`src/lzbtd_pkg.sv`:
```
//------------------------------------------------------------------------------
// lzbtd_pkg
// Shared types and constants for the LZ bitstream token decoder.
//------------------------------------------------------------------------------
`default_nettype none

package lzbtd_pkg;

  localparam int unsigned COUNT_WIDTH_DEF = 17;
  localparam logic [15:0] MAX_SIZE_RESET  = 16'hc000;
  localparam logic [15:0] MASK_TOP        = 16'h8000;
  localparam logic [7:0]  BYTE_END_MARK   = 8'hff;
  localparam logic [3:0]  INDEX_MAX       = 4'hf;
  localparam logic [15:0] LEN_BYTE_BIAS   = 16'h000f;
  localparam logic [2:0]  MAX_RESULTS     = 3'd4;

  localparam logic [1:0] KIND_LITERAL = 2'd0;
  localparam logic [1:0] KIND_MATCH   = 2'd1;
  localparam logic [1:0] KIND_END     = 2'd2;
  localparam logic [1:0] KIND_FAIL    = 2'd3;

  localparam logic [1:0] ERR_NONE      = 2'd0;
  localparam logic [1:0] ERR_TRUNCATED = 2'd1;
  localparam logic [1:0] ERR_SIZE      = 2'd2;
  localparam logic [1:0] ERR_OFFSET    = 2'd3;

  typedef enum logic [4:0] {
    PH_FLAG     = 5'd0,
    PH_LIT      = 5'd1,
    PH_IDX_A    = 5'd2,
    PH_IDX_B    = 5'd3,
    PH_SH0      = 5'd4,
    PH_SH1      = 5'd5,
    PH_SH2      = 5'd6,
    PH_SH3      = 5'd7,
    PH_NEAR     = 5'd8,
    PH_LEN_BYTE = 5'd9,
    PH_LEN_WLO  = 5'd10,
    PH_LEN_WHI  = 5'd11,
    PH_LONG_LO  = 5'd12,
    PH_HI_FLAG  = 5'd13,
    PH_HI_A     = 5'd14,
    PH_HI_B     = 5'd15,
    PH_HI_MORE  = 5'd16
  } phase_t;

  typedef enum logic [1:0] {
    ST_IDLE = 2'd0,
    ST_BITS = 2'd1
  } ctl_state_t;

  typedef struct packed {
    logic [1:0]  kind;
    logic [7:0]  lit;
    logic [15:0] off;
    logic [15:0] len;
    logic [1:0]  err;
  } res_t;

  typedef struct packed {
    logic take_in;
    logic take_bit;
    logic end_step;
  } ctl_cmd_t;

  typedef struct packed {
    logic room;
    logic stop;
  } ctl_stat_t;

endpackage

`default_nettype wire

```
`src/lz_bitstream_token_decoder.sv`:
```
//------------------------------------------------------------------------------
// lz_bitstream_token_decoder
// LZ77 token parser over a byte stream with interleaved 16-bit flag words.
//
//   channel | direction | handshake          | payload
//   in_     | input     | in_valid/in_stall  | packed_byte, final_byte
//   out_    | output    | out_valid/out_stall| token fields, run_end
//   cfg_    | input     | cfg_wr_en          | max_output_size
//
// A request is accepted, then the buffered flag bits after it are parsed one per
// cycle while the result path has room, then a closing step returns to idle.
// The bit-serial walk through the 16-bit flag buffer sets how long a request takes.
// Results pass through a one-entry pending slot and an output register;
// out_stall holds the walk only when both are full.
// Reset is synchronous and clears every control register.
//------------------------------------------------------------------------------
`default_nettype none

module lz_bitstream_token_decoder #(
  parameter int unsigned COUNT_WIDTH = lzbtd_pkg::COUNT_WIDTH_DEF
) (
  input  wire         clk,
  input  wire         rst_n,
  input  wire         in_valid,
  output logic        in_stall,
  input  wire  [7:0]  in_packed_byte,
  input  wire         in_final_byte,
  output logic        out_valid,
  input  wire         out_stall,
  output logic [1:0]  out_token_kind,
  output logic [7:0]  out_literal_value,
  output logic [15:0] out_match_offset,
  output logic [15:0] out_match_length,
  output logic [1:0]  out_error_code,
  output logic        out_run_end,
  input  wire         cfg_wr_en,
  input  wire  [15:0] cfg_wr_data
);

  lzbtd_pkg::ctl_cmd_t  cmd;
  lzbtd_pkg::ctl_stat_t stat;
  lzbtd_pkg::res_t      res;

  lzbtd_ctrl u_ctrl (
    .clk      (clk),
    .rst_n    (rst_n),
    .in_valid (in_valid),
    .in_stall (in_stall),
    .stat     (stat),
    .cmd      (cmd)
  );

  lzbtd_dp #(
    .COUNT_WIDTH (COUNT_WIDTH)
  ) u_dp (
    .clk            (clk),
    .rst_n          (rst_n),
    .cmd            (cmd),
    .stat           (stat),
    .in_packed_byte (in_packed_byte),
    .in_final_byte  (in_final_byte),
    .cfg_wr_en      (cfg_wr_en),
    .cfg_wr_data    (cfg_wr_data),
    .out_valid      (out_valid),
    .out_stall      (out_stall),
    .out_res        (res),
    .out_run_end    (out_run_end)
  );

  assign out_token_kind    = res.kind;
  assign out_literal_value = res.lit;
  assign out_match_offset  = res.off;
  assign out_match_length  = res.len;
  assign out_error_code    = res.err;

  // one request at a time: the parser stalls input right after an accept
  a_single_request: assert property (@(posedge clk) disable iff (!rst_n)
    (in_valid && !in_stall) |=> in_stall)
    else $error("request accepted while previous one still parsing");

  // end and failure tokens close the request that caused them
  a_terminal_last: assert property (@(posedge clk) disable iff (!rst_n)
    (out_valid && (out_token_kind == lzbtd_pkg::KIND_END ||
                   out_token_kind == lzbtd_pkg::KIND_FAIL)) |-> out_run_end)
    else $error("terminal token not marked as last");

endmodule

`default_nettype wire

```
`src/lzbtd_ctrl.sv`:
```
//------------------------------------------------------------------------------
// lzbtd_ctrl
// Sequencer: accepts one request, then walks the bit buffer one bit a cycle while the result slot has room.
//------------------------------------------------------------------------------
`default_nettype none

module lzbtd_ctrl (
  input  wire                  clk,
  input  wire                  rst_n,
  input  wire                  in_valid,
  output logic                 in_stall,
  input  lzbtd_pkg::ctl_stat_t stat,
  output lzbtd_pkg::ctl_cmd_t  cmd
);

  lzbtd_pkg::ctl_state_t state_r, state_nxt;

  always_ff @(posedge clk) begin
    if (!rst_n) begin
      state_r <= lzbtd_pkg::ST_IDLE;
    end else begin
      state_r <= state_nxt;
    end
  end

  always_comb begin
    state_nxt = state_r;
    cmd       = '0;
    in_stall  = 1'b1;
    case (state_r)
      lzbtd_pkg::ST_IDLE: begin
        in_stall = !stat.room;
        if (in_valid && stat.room) begin
          cmd.take_in = 1'b1;
          state_nxt   = lzbtd_pkg::ST_BITS;
        end
      end
      lzbtd_pkg::ST_BITS: begin
        // hold while the result slot is blocked
        if (stat.room) begin
          if (stat.stop) begin
            cmd.end_step = 1'b1;
            state_nxt    = lzbtd_pkg::ST_IDLE;
          end else begin
            cmd.take_bit = 1'b1;
          end
        end
      end
      default: begin
        state_nxt = lzbtd_pkg::ST_IDLE;
      end
    endcase
  end

endmodule

`default_nettype wire

```
`src/lzbtd_dp.sv`:
```
//------------------------------------------------------------------------------
// lzbtd_dp
// Parser datapath: bit buffer, parse phase, field accumulators, result queue.
//------------------------------------------------------------------------------
`default_nettype none

module lzbtd_dp #(
  parameter int unsigned COUNT_WIDTH = lzbtd_pkg::COUNT_WIDTH_DEF
) (
  input  wire                  clk,
  input  wire                  rst_n,
  input  lzbtd_pkg::ctl_cmd_t  cmd,
  output lzbtd_pkg::ctl_stat_t stat,
  input  wire [7:0]            in_packed_byte,
  input  wire                  in_final_byte,
  input  wire                  cfg_wr_en,
  input  wire [15:0]           cfg_wr_data,
  output logic                 out_valid,
  input  wire                  out_stall,
  output lzbtd_pkg::res_t      out_res,
  output logic                 out_run_end
);

  logic [15:0]            maxsz_r;
  logic [15:0]            word_r, word_nxt;
  logic [15:0]            mask_r, mask_nxt;
  lzbtd_pkg::phase_t      phase_r, phase_nxt;
  logic [3:0]             isum_r, isum_nxt;
  logic [15:0]            lacc_r, lacc_nxt;
  logic [7:0]             olo_r, olo_nxt;
  logic [7:0]             ohi_r, ohi_nxt;
  logic [7:0]             hold_r, hold_nxt;
  logic                   lowh_r, lowh_nxt;
  logic [COUNT_WIDTH-1:0] cnt_r, cnt_nxt;
  logic                   fin_r, fin_nxt;
  logic                   final_r, final_nxt;
  logic [2:0]             resn_r, resn_nxt;

  lzbtd_pkg::res_t        pend_r;
  logic                   pend_v_r, pend_last_r;
  lzbtd_pkg::res_t        out_r;
  logic                   out_v_r, out_last_r;

  logic                   em, emit_ok, new_last;
  lzbtd_pkg::res_t        em_res;
  logic                   wants, out_free, load_out;

  function automatic logic wants_byte(input lzbtd_pkg::phase_t p);
    wants_byte = (p == lzbtd_pkg::PH_LIT) || (p == lzbtd_pkg::PH_NEAR) ||
                 (p == lzbtd_pkg::PH_LEN_BYTE) || (p == lzbtd_pkg::PH_LEN_WLO) ||
                 (p == lzbtd_pkg::PH_LEN_WHI) || (p == lzbtd_pkg::PH_LONG_LO);
  endfunction

  assign wants     = wants_byte(phase_r);
  assign out_free  = !out_v_r || !out_stall;
  assign stat.room = !pend_v_r || out_free;
  assign stat.stop = fin_r || wants || (mask_r == 16'h0000);

  always_comb begin
    logic                 bitv;
    logic [1:0]           chunk;
    logic [3:0]           isum_t;
    logic [7:0]           ohi_t;
    logic                 fm_go;
    logic [15:0]          fm_off;
    logic [15:0]          fm_len;
    logic                 add_go;
    logic [15:0]          add_n;
    logic                 ll_go;
    logic [15:0]          ll_len;
    logic [COUNT_WIDTH:0] sum;
    logic [2:0]           base;

    word_nxt  = word_r;
    mask_nxt  = mask_r;
    phase_nxt = phase_r;
    isum_nxt  = isum_r;
    lacc_nxt  = lacc_r;
    olo_nxt   = olo_r;
    ohi_nxt   = ohi_r;
    hold_nxt  = hold_r;
    lowh_nxt  = lowh_r;
    cnt_nxt   = cnt_r;
    fin_nxt   = fin_r;
    final_nxt = final_r;
    em        = 1'b0;
    em_res    = '0;
    new_last  = 1'b0;
    fm_go     = 1'b0;
    fm_off    = 16'h0000;
    fm_len    = 16'h0000;
    add_go    = 1'b0;
    add_n     = 16'h0000;
    ll_go     = 1'b0;
    ll_len    = 16'h0000;
    bitv      = |(word_r & mask_r);
    chunk     = {lacc_r[0], bitv};
    isum_t    = isum_r + {2'b00, chunk};
    ohi_t     = 8'h00;
    sum       = '0;

    if (cmd.take_in) begin
      final_nxt = in_final_byte;
      if (!fin_r) begin
        if (wants) begin
          case (phase_r)
            lzbtd_pkg::PH_LIT: begin
              em         = 1'b1;
              em_res.kind = lzbtd_pkg::KIND_LITERAL;
              em_res.lit  = in_packed_byte;
              add_go     = 1'b1;
              add_n      = 16'h0001;
              phase_nxt  = lzbtd_pkg::PH_FLAG;
            end
            lzbtd_pkg::PH_NEAR: begin
              if (in_packed_byte == lzbtd_pkg::BYTE_END_MARK) begin
                em          = 1'b1;
                em_res.kind = lzbtd_pkg::KIND_END;
                fin_nxt     = 1'b1;
              end else begin
                fm_go  = 1'b1;
                fm_off = {8'h00, in_packed_byte} + 16'h0001;
                fm_len = 16'h0002;
              end
            end
            lzbtd_pkg::PH_LEN_BYTE: begin
              if (in_packed_byte != 8'h00) begin
                ll_go  = 1'b1;
                ll_len = {8'h00, in_packed_byte} + lzbtd_pkg::LEN_BYTE_BIAS;
              end else begin
                phase_nxt = lzbtd_pkg::PH_LEN_WLO;
              end
            end
            lzbtd_pkg::PH_LEN_WLO: begin
              lacc_nxt  = {8'h00, in_packed_byte};
              phase_nxt = lzbtd_pkg::PH_LEN_WHI;
            end
            lzbtd_pkg::PH_LEN_WHI: begin
              ll_go  = 1'b1;
              ll_len = {in_packed_byte, lacc_r[7:0]};
            end
            default: begin
              olo_nxt   = in_packed_byte;
              phase_nxt = lzbtd_pkg::PH_HI_FLAG;
            end
          endcase
        end else if (!lowh_r) begin
          hold_nxt = in_packed_byte;
          lowh_nxt = 1'b1;
        end else begin
          word_nxt = {in_packed_byte, hold_r};
          mask_nxt = lzbtd_pkg::MASK_TOP;
          lowh_nxt = 1'b0;
        end
      end
    end else if (cmd.take_bit) begin
      mask_nxt = mask_r >> 1;
      case (phase_r)
        lzbtd_pkg::PH_FLAG: begin
          if (bitv) begin
            phase_nxt = lzbtd_pkg::PH_LIT;
          end else if (final_r) begin
            em          = 1'b1;
            em_res.kind = lzbtd_pkg::KIND_FAIL;
            em_res.err  = lzbtd_pkg::ERR_TRUNCATED;
            fin_nxt     = 1'b1;
          end else if (cnt_r >= COUNT_WIDTH'(maxsz_r)) begin
            em          = 1'b1;
            em_res.kind = lzbtd_pkg::KIND_FAIL;
            em_res.err  = lzbtd_pkg::ERR_SIZE;
            fin_nxt     = 1'b1;
          end else begin
            isum_nxt  = 4'h0;
            phase_nxt = lzbtd_pkg::PH_IDX_A;
          end
        end
        lzbtd_pkg::PH_IDX_A: begin
          lacc_nxt  = {15'h0000, bitv};
          phase_nxt = lzbtd_pkg::PH_IDX_B;
        end
        lzbtd_pkg::PH_IDX_B: begin
          isum_nxt = isum_t;
          if (chunk == 2'b11 && isum_t != lzbtd_pkg::INDEX_MAX) begin
            phase_nxt = lzbtd_pkg::PH_IDX_A;
          end else begin
            case (isum_t)
              4'd0: begin
                olo_nxt   = 8'h00;
                phase_nxt = lzbtd_pkg::PH_SH0;
              end
              4'd1:    phase_nxt = lzbtd_pkg::PH_NEAR;
              4'd3:    phase_nxt = lzbtd_pkg::PH_LEN_BYTE;
              default: begin
                ll_go  = 1'b1;
                ll_len = {12'h000, isum_t};
              end
            endcase
          end
        end
        lzbtd_pkg::PH_HI_FLAG: begin
          ohi_nxt = 8'h00;
          if (bitv) begin
            phase_nxt = lzbtd_pkg::PH_HI_A;
          end else begin
            fm_go  = 1'b1;
            fm_off = {8'h00, olo_r};
            fm_len = lacc_r;
          end
        end
        lzbtd_pkg::PH_HI_A: begin
          isum_nxt  = {3'b000, bitv};
          phase_nxt = lzbtd_pkg::PH_HI_B;
        end
        lzbtd_pkg::PH_HI_B: begin
          ohi_nxt   = {ohi_r[5:0], isum_r[0], bitv};
          phase_nxt = lzbtd_pkg::PH_HI_MORE;
        end
        lzbtd_pkg::PH_HI_MORE: begin
          if (bitv) begin
            phase_nxt = lzbtd_pkg::PH_HI_A;
          end else begin
            ohi_t   = ohi_r + 8'h01;
            ohi_nxt = ohi_t;
            fm_go   = 1'b1;
            fm_off  = {ohi_t, olo_r};
            fm_len  = lacc_r;
          end
        end
        lzbtd_pkg::PH_SH0, lzbtd_pkg::PH_SH1, lzbtd_pkg::PH_SH2: begin
          olo_nxt   = {4'h0, olo_r[2:0], bitv};
          phase_nxt = lzbtd_pkg::phase_t'(phase_r + 5'd1);
        end
        lzbtd_pkg::PH_SH3: begin
          olo_nxt = {4'h0, olo_r[2:0], bitv};
          fm_go   = 1'b1;
          fm_off  = {12'h000, olo_r[2:0], bitv} + 16'h0001;
          fm_len  = 16'h0001;
        end
        default: begin
          phase_nxt = phase_r;
        end
      endcase
    end else if (cmd.end_step && !fin_r && final_r) begin
      // input ran out mid-item
      em          = 1'b1;
      em_res.kind = lzbtd_pkg::KIND_FAIL;
      em_res.err  = lzbtd_pkg::ERR_TRUNCATED;
      fin_nxt     = 1'b1;
      new_last    = 1'b1;
    end

    if (ll_go) begin
      lacc_nxt  = (ll_len == 16'h0002) ? 16'h0003 : ll_len;
      phase_nxt = lzbtd_pkg::PH_LONG_LO;
    end

    if (fm_go) begin
      if (fm_off == 16'h0000 || COUNT_WIDTH'(fm_off) > cnt_r) begin
        em          = 1'b1;
        em_res.kind = lzbtd_pkg::KIND_FAIL;
        em_res.err  = lzbtd_pkg::ERR_OFFSET;
        fin_nxt     = 1'b1;
      end else begin
        em          = 1'b1;
        em_res.kind = lzbtd_pkg::KIND_MATCH;
        em_res.off  = fm_off;
        em_res.len  = fm_len;
        add_go      = 1'b1;
        add_n       = fm_len;
        phase_nxt   = lzbtd_pkg::PH_FLAG;
      end
    end

    if (add_go) begin
      sum = {1'b0, cnt_r} + (COUNT_WIDTH + 1)'(add_n);
      cnt_nxt = sum[COUNT_WIDTH] ? {COUNT_WIDTH{1'b1}} : sum[COUNT_WIDTH-1:0];
    end

    // drop results beyond the per-request limit
    base     = cmd.take_in ? 3'd0 : resn_r;
    emit_ok  = em && (base < lzbtd_pkg::MAX_RESULTS);
    resn_nxt = base + {2'b00, emit_ok};
  end

  assign load_out = pend_v_r && (emit_ok || (pend_last_r && out_free));

  always_ff @(posedge clk) begin
    if (!rst_n) begin
      maxsz_r     <= lzbtd_pkg::MAX_SIZE_RESET;
      word_r      <= 16'h0000;
      mask_r      <= 16'h0000;
      phase_r     <= lzbtd_pkg::PH_FLAG;
      isum_r      <= 4'h0;
      lacc_r      <= 16'h0000;
      olo_r       <= 8'h00;
      ohi_r       <= 8'h00;
      hold_r      <= 8'h00;
      lowh_r      <= 1'b0;
      cnt_r       <= '0;
      fin_r       <= 1'b0;
      final_r     <= 1'b0;
      resn_r      <= 3'd0;
      pend_v_r    <= 1'b0;
      pend_last_r <= 1'b0;
      out_v_r     <= 1'b0;
    end else begin
      if (cfg_wr_en) begin
        maxsz_r <= cfg_wr_data;
      end
      word_r  <= word_nxt;
      mask_r  <= mask_nxt;
      phase_r <= phase_nxt;
      isum_r  <= isum_nxt;
      lacc_r  <= lacc_nxt;
      olo_r   <= olo_nxt;
      ohi_r   <= ohi_nxt;
      hold_r  <= hold_nxt;
      lowh_r  <= lowh_nxt;
      cnt_r   <= cnt_nxt;
      fin_r   <= fin_nxt;
      final_r <= final_nxt;
      resn_r  <= resn_nxt;
      if (emit_ok) begin
        pend_v_r    <= 1'b1;
        pend_last_r <= new_last;
      end else if (load_out) begin
        pend_v_r <= 1'b0;
      end else if (cmd.end_step && pend_v_r) begin
        pend_last_r <= 1'b1;
      end
      out_v_r <= load_out ? 1'b1 : (out_v_r && out_stall);
    end
  end

  always_ff @(posedge clk) begin
    if (emit_ok) begin
      pend_r <= em_res;
    end
    if (load_out) begin
      out_r      <= pend_r;
      out_last_r <= pend_last_r;
    end
  end

  assign out_valid   = out_v_r;
  assign out_res     = out_r;
  assign out_run_end = out_last_r;

endmodule

`default_nettype wire

```
`config.mk`:
```
export PLATFORM = sky130hd
export DESIGN_NAME = lz_bitstream_token_decoder
export DESIGN_NICKNAME = d
export VERILOG_FILES = /design/src/lzbtd_pkg.sv /design/src/lz_bitstream_token_decoder.sv /design/src/lzbtd_ctrl.sv /design/src/lzbtd_dp.sv
export SDC_FILE = /design/constraint.sdc
export NUM_CORES = 1
export LEC_CHECK = 0
export BUFFER_PORTS_ARGS = -buffer_cell sky130_fd_sc_hd__buf_4
export CORE_MARGIN = 5
export CORE_UTILIZATION = 25
export DETAILED_ROUTE_END_ITERATION = 8
export SLEW_MARGIN = 20
export SYNTH_ARGS = -nofsm -noshare
export SYNTH_HDL_FRONTEND = slang
export SYNTH_SLANG_ARGS = --single-unit
export TNS_END_PERCENT = 30
```
`constraint.sdc`:
```
create_clock -name clk -period 6.31 [get_ports clk]
set_input_delay 0.3155 -clock clk [delete_from_list [all_inputs] [get_ports clk]]
set_output_delay 0.3155 -clock clk [all_outputs]
set_load 0.1 [all_outputs]
```
==> impl_metrics.ini, run 1 <==
[critical_path]
critPathSlowestCell = dfxtp_2
worstPathMaxFanout = 8
cp_top_family = compound AO/OA/AOI/OAI gates
arrival_ns = 6.30
start_kind = register
cpMostUsedCell = buf_4
cpPeakStageDelay_ns = 0.41
end_kind = register
path_buf_inv = 5
required_ns = 6.73
worst-setup-path-type = register to register

[final_layout]
nNetsFinal = 1388
layout-drive-gt1-share_pct = 15.6
final_cell_mix = nand2_1, dfxtp_1, buf_4, nor2_1, edfxtp_1
syn2layout_area_growth_pct = 20.2
diodes = 0
final_common_cell = nand2_1
stdcell_area_sq_mm = 0.0137

[power]
clock_power_share_pct = 45.1
p_switching_uw = 840
p_int_uw = 2460
power_uw = 3300
p_per_area_mw_per_mm2 = 241
p_leak_uw = 0.00507
p_seq_share_pct = 45.6
vdd_drop_max_mv = 0.200
p_comb_share_pct = 9.3
power.share.switching_pct = 25.5

[timing]
rsz0062_at_grt = no
hold_viol = 0
fin_worst_skew_ns = 0.0294
setup_viol = 0
period_share_pct = 93.3
fmax_mhz = 170
drv_slew = 0
tightest_slew_ns = 1.07
fin_setup_tns_ns = 0
relSlewSlack_pct = 28.4
period_needed_ns = 5.88

[clocking]
clock_latency_ns = 0.55
cts_max_path_buffers = 3
cts_made_buffers = 24
tritoncts = done
clkSlewWorstSetupHoldPaths_ns = 0.07
cts_max_level = 1
cts_root_buffer = clkbuf_16
cts.sinks = 213

[global_route]
antenna_found_initial = 1
grt_max_degree = 91
grt_util_met2_pct = 20.9
use_met3_pct = 1.95
globalRouteTotalUtil_pct = 13.0
grt_pass1_vias = 9245
grt-ovfl-total = 0
grt_use_met1_pct = 17.6
top_usage_layer = met2
grt_pass1_wl_mm = 52.8

[detailed_routing]
drt_pass1_iterations = 5
drt_iter0_drc = 546
viasPerCell = 4.98
wl_per_cell_um = 17.6
drc_errors = 0
ant_nets = 0
vias = 9510
finalWirelength_mm = 33.7

[logic_synthesis]
synthCells = 1217
async_flop_share_pct = 0
yosys-top-cells-area = edfxtp_1, dfxtp_1, ha_1
synth-edff-count = 89
syn-num-nets = 1312
ys_seq_area_share_pct = 45.3
ys_ff_latch = 213
synth_ff_type = dfxtp_1
synth_top_area_share_pct = 23.5
yosys.area.top_type = edfxtp_1
syn_avg_cell_area_sq_um = 9.35
ys_types = 79
yosys_warnings = 0
synth_area_sq_mm = 0.0114

[placed_design]
globalplace.congestion = 0.915
port_buffers = 76
postPlaceCellArea_sq_mm = 0.0127
dp.final_hpwl_mm = 24.7

[floorplanning]
die_h_um = 223
fp.dieW_um = 223
die_area_sq_mm = 0.0499
io_pins = 77
start_util_pct = 25.2
core_sq_mm = 0.0452
rows = 78

[hold_path]
hold_class = input pin to register

[job]
cap_violations = 0

[outcome]
status = finished clean
-- cell usage after synthesis, types with 15 or more instances --
| cell type | number |
|---|---|
| a21o_1 | 17 |
| a21oi_1 | 88 |
| a22oi_1 | 15 |
| and2_1 | 46 |
| and3_1 | 19 |
| clkbuf_1 | 49 |
| dfxtp_1 | 124 |
| edfxtp_1 | 89 |
| ha_1 | 63 |
| inv_1 | 51 |
| mux2i_1 | 28 |
| nand2_1 | 129 |
| nand3_1 | 51 |
| nand4_1 | 15 |
| nor2_1 | 98 |
| nor3_1 | 32 |
| o21ai_0 | 40 |
| xnor2_1 | 24 |
-- repair_timing --
item	CTS	global route
hold buffers	9	0
gates resized for setup	0	16
setup buffers	0	0
setup endpoints to repair	0	17
endpoints found under the hold margin	9	0
-- through the flow --
stage / setup slack, ns / cells / hold slack (ns) / util (%)
2_1_floorplan: 0.0478 / 1217 / 0.400 / -
5_1_grt: 0.0426 / 1911 / 0.0266 / 30.3
4_1_cts: 0.0784 / 1911 / 0.0145 / 30.1
6_report: 0.426 / 1911 / 0.0374 / 30.3
3_5_place_dp: 0.0925 / 1858 / 0.405 / 28.0
3_3_place_gp: 0.259 / 1858 / 0.403 / 28.0
-- power groups by stage --
stage | registers [uW] | logic [uW] | clock network [uW]
final | 1500 | 307 | 1490
after global routing | 1500 | 337 | 1590
after CTS | 1500 | 305 | 1530
after detailed placement | 1530 | 298 | 0
after global placement | 1530 | 294 | 0
after floorplan | 1540 | 191 | 0
-- metal layers --
layer  share of wire (%)  vias up
met1                  45     4550
met3                 5.7       61
li1                    -     4602
met2                  46      295
met5               0.039        -
met4                 3.5        2
-- registers in the layout, summed over array words and instances (netlist names) --
name,cells
u_ctrl.state_r,1
u_dp.cnt_r,17
u_dp.fin_r,1
u_dp.final_r,1
u_dp.hold_r,8
u_dp.isum_r,4
u_dp.lacc_r,16
u_dp.lowh_r,1
u_dp.mask_r,16
u_dp.maxsz_r,16
u_dp.ohi_r,8
u_dp.olo_r,8
u_dp.out_res,44
u_dp.out_run_end,1
u_dp.out_valid,1
u_dp.pend_last_r,1
u_dp.pend_r,44
u_dp.pend_v_r,1
u_dp.phase_r,5
u_dp.resn_r,3
u_dp.word_r,16
-- cell families (layout without fill, tap and decap cells) --
kind of cell	count (synthesis)	in the layout	synth area share (%)
AO/OA/AOI/OAI	287	287	17.3
flip-flops	213	213	45.3
multiplexers	28	28	2.46
AND/OR/NAND/NOR	462	462	20.2
XOR/XNOR	36	36	2.77
adder cells (fa/ha/maj)	65	65	7.28
buffers and inverters	126	220	4.62
-- final timing paths --
kind | startpoint | endpoint | slack, ns | depth (start not counted)
worst max register to register | u_dp.phase_r[1] | u_dp.cnt_r[16] | 0.43 | 29
worst min-delay path | cfg_wr_data[3] | u_dp.maxsz_r[3] | 0.04 | 3
worst min register to register | u_dp.pend_r[6] | u_dp.out_res[6] | 0.42 | 0
worst max-delay path | u_dp.phase_r[1] | u_dp.cnt_r[16] | 0.43 | 29
-- worst min-delay path, cell delays in order --
cell     delay, ns
buf_4         0.09
mux2i_1       0.06
nor2_1        0.08
-- layout make-up --
| cell class | instances | area, sq um |
|---|---|---|
| clock buffer | 25 | 604 |
| clock inverter | 19 | 243 |
| fill | 4668 | 31500 |
| inverter | 53 | 199 |
| multi-input combinational | 878 | 5770 |
| sequential | 213 | 5160 |
| tap | 600 | 751 |
| timing repair buffer | 123 | 946 |
(Power assumes the default switching activity.)
==> run 2, diff against run 1 <==
==> constraint.sdc (replaced) <==
create_clock -name clk -period 6.31 [get_ports clk]
set_input_delay 1.262 -clock clk [delete_from_list [all_inputs] [get_ports clk]]
set_output_delay 1.262 -clock clk [all_outputs]
set_load 0.1 [all_outputs]
==> run 2 against run 1 <==
Effect of this change:
- sequential power about the same
- register-to-register slack got worse by 0.05 ns
- clock skew about the same
- total power increased by 1.1%
- sequential cell count unchanged
==> impl_metrics.ini, run 2 (synthesis gave the netlist of run 1 again) <==
[critical_path]
worstPathMaxFanout = 15
start_kind = register
timing.rr.start = u_dp.phase_r[1]
end_kind = register
cpPeakStageDelay_ns = 0.41
r2r_end = u_dp.cnt_r[3]
required_ns = 6.74
cpMostUsedCell = buf_4
r2r_setup_slack_ns = 0.37
reg2reg_depth = 30
arrival_ns = 6.36
worst-setup-path-type = register to register
critPathSlowestCell = dfxtp_2

[outcome]
status = finished clean

[timing]
hold_viol = 0
setup_viol = 0
drv_slew = 0
period_share_pct = 94.1
fin_setup_tns_ns = 0
hold_ws_ns = 0.412
tightest_slew_ns = 0.950
relSlewSlack_pct = 36.5
fin_worst_skew_ns = 0.0294
fmax_mhz = 168
period_needed_ns = 5.94

[final_layout]
nFillCells = 4679
diodes = 0
layout-drive-gt1-share_pct = 18.4
final_cell_mix = buf_4, nand2_1, dfxtp_1, nor2_1, edfxtp_1
syn2layout_area_growth_pct = 22.5
postLayoutCoreUtil_pct = 30.8
nNetsFinal = 1425
final_common_cell = buf_4

[detailed_routing]
ant_nets = 0
wl_per_cell_um = 17.3
routedLengthMet1_mm = 15.5
viasPerCell = 4.93
top_layer_used = met5
wl_met2_mm = 14.9
drc_errors = 0
drt_pass1_iterations = 5
drt_iter0_drc = 596
wl_met3_mm = 1.84
vias = 9606
finalWirelength_mm = 33.7

[clocking]
cts_max_level = 1
cts.sinks = 213
cts_made_buffers = 25
tritoncts = done
cts_max_path_buffers = 3
cts_root_buffer = clkbuf_16
clock_latency_ns = 0.55
clkSlewWorstSetupHoldPaths_ns = 0.06

[floorplanning]
die_h_um = 223
die_area_sq_mm = 0.0499
start_util_pct = 25.2
fp.dieW_um = 223
core_sq_mm = 0.0452
io_pins = 77
rows = 78

[placed_design]
globalplace.congestion = 0.947
port_buffers = 76
dp.final_hpwl_mm = 25.5

[global_route]
grt_max_degree = 65
grt_pass1_wl_mm = 52.9
grt-ovfl-total = 0
globalRouteTotalUtil_pct = 13.0
antenna_found_initial = 1
grt_pass1_vias = 9195

[hold_path]
hold_path_depth = 0
min_from = u_dp.pend_r[38]
hold_class = register to register
worstHoldEndpoint = u_dp.out_res[38]

[power]
p_per_area_mw_per_mm2 = 239
p_leak_uw = 0.00529
vdd_drop_max_mv = 0.175

[job]
cap_violations = 0
## run 2: power by group
part           total [uW]  internal, uW  switching [uW]
clock network        1520           900             615
logic                 316           119             197
registers            1500          1470            31.7
## run 2: repair_timing
item | CTS | global route
setup buffers | 0 | 0
gates resized for setup | 0 | 12
setup endpoints to repair | 0 | 17
hold buffers | 0 | 0
hold endpoints to repair | 0 | 0
## run 2: how the worst max path moves through the flow
stage / start / to / slack, ns
final: u_dp.phase_r[1] / u_dp.cnt_r[3] / 0.37
after detailed placement: out_stall / u_dp.cnt_r[13] / -0.15
after global placement: out_stall / u_dp.cnt_r[2] / -0.03
after floorplan: out_stall / u_dp.cnt_r[3] / 0.01
after CTS: u_dp.phase_r[0] / u_dp.cnt_r[3] / 0.04
after global routing: u_dp.phase_r[1] / u_dp.cnt_r[15] / -0.007
## run 2: routing by layer
metal  up-vias  global-route usage, %
met5         -                      0
met4         2                   5.55
met3        73                   1.97
met1      4583                   17.7
li1       4665                      -
met2       283                   20.6
## run 2: area by class of cell
| class | instances | area, sq um | share of cell area, % |
|---|---|---|---|
| Tap cell | 600 | 751 | 5.39 |
| Clock buffer | 26 | 629 | 4.52 |
| Inverter | 53 | 200 | 1.44 |
| Sequential cell | 213 | 5160 | 37.0 |
| Multi-Input combinational cell | 878 | 5770 | 41.4 |
| Timing Repair Buffer | 159 | 1190 | 8.57 |
| Clock inverter | 18 | 228 | 1.63 |
## run 2: critical path, delay by kind of cell (launching register included)
| family | cells | cell delay, ns |
|---|---|---|
| AOI/OAI and AO/OA | 10 | 2.18 |
| adders and majority gates | 3 | 0.57 |
| and+or+nand+nor | 11 | 1.75 |
| DFF | 1 | 0.41 |
| buffers and inverters | 6 | 0.87 |
## run 2: per-stage QoR
| step | worst slack (ns) | instance area, sq um | std cells | power, uW |
|---|---|---|---|---|
| detailed placement | -0.153 | 13000 | 1903 | 1850 |
| global route | -0.00719 | 13900 | 1947 | 3460 |
| global placement | -0.0340 | 13000 | 1903 | 1840 |
| CTS | 0.0430 | 13900 | 1947 | 3370 |
| floorplan | 0.0106 | 11400 | 1217 | 1730 |
| finish | 0.372 | 13900 | 1947 | 3330 |
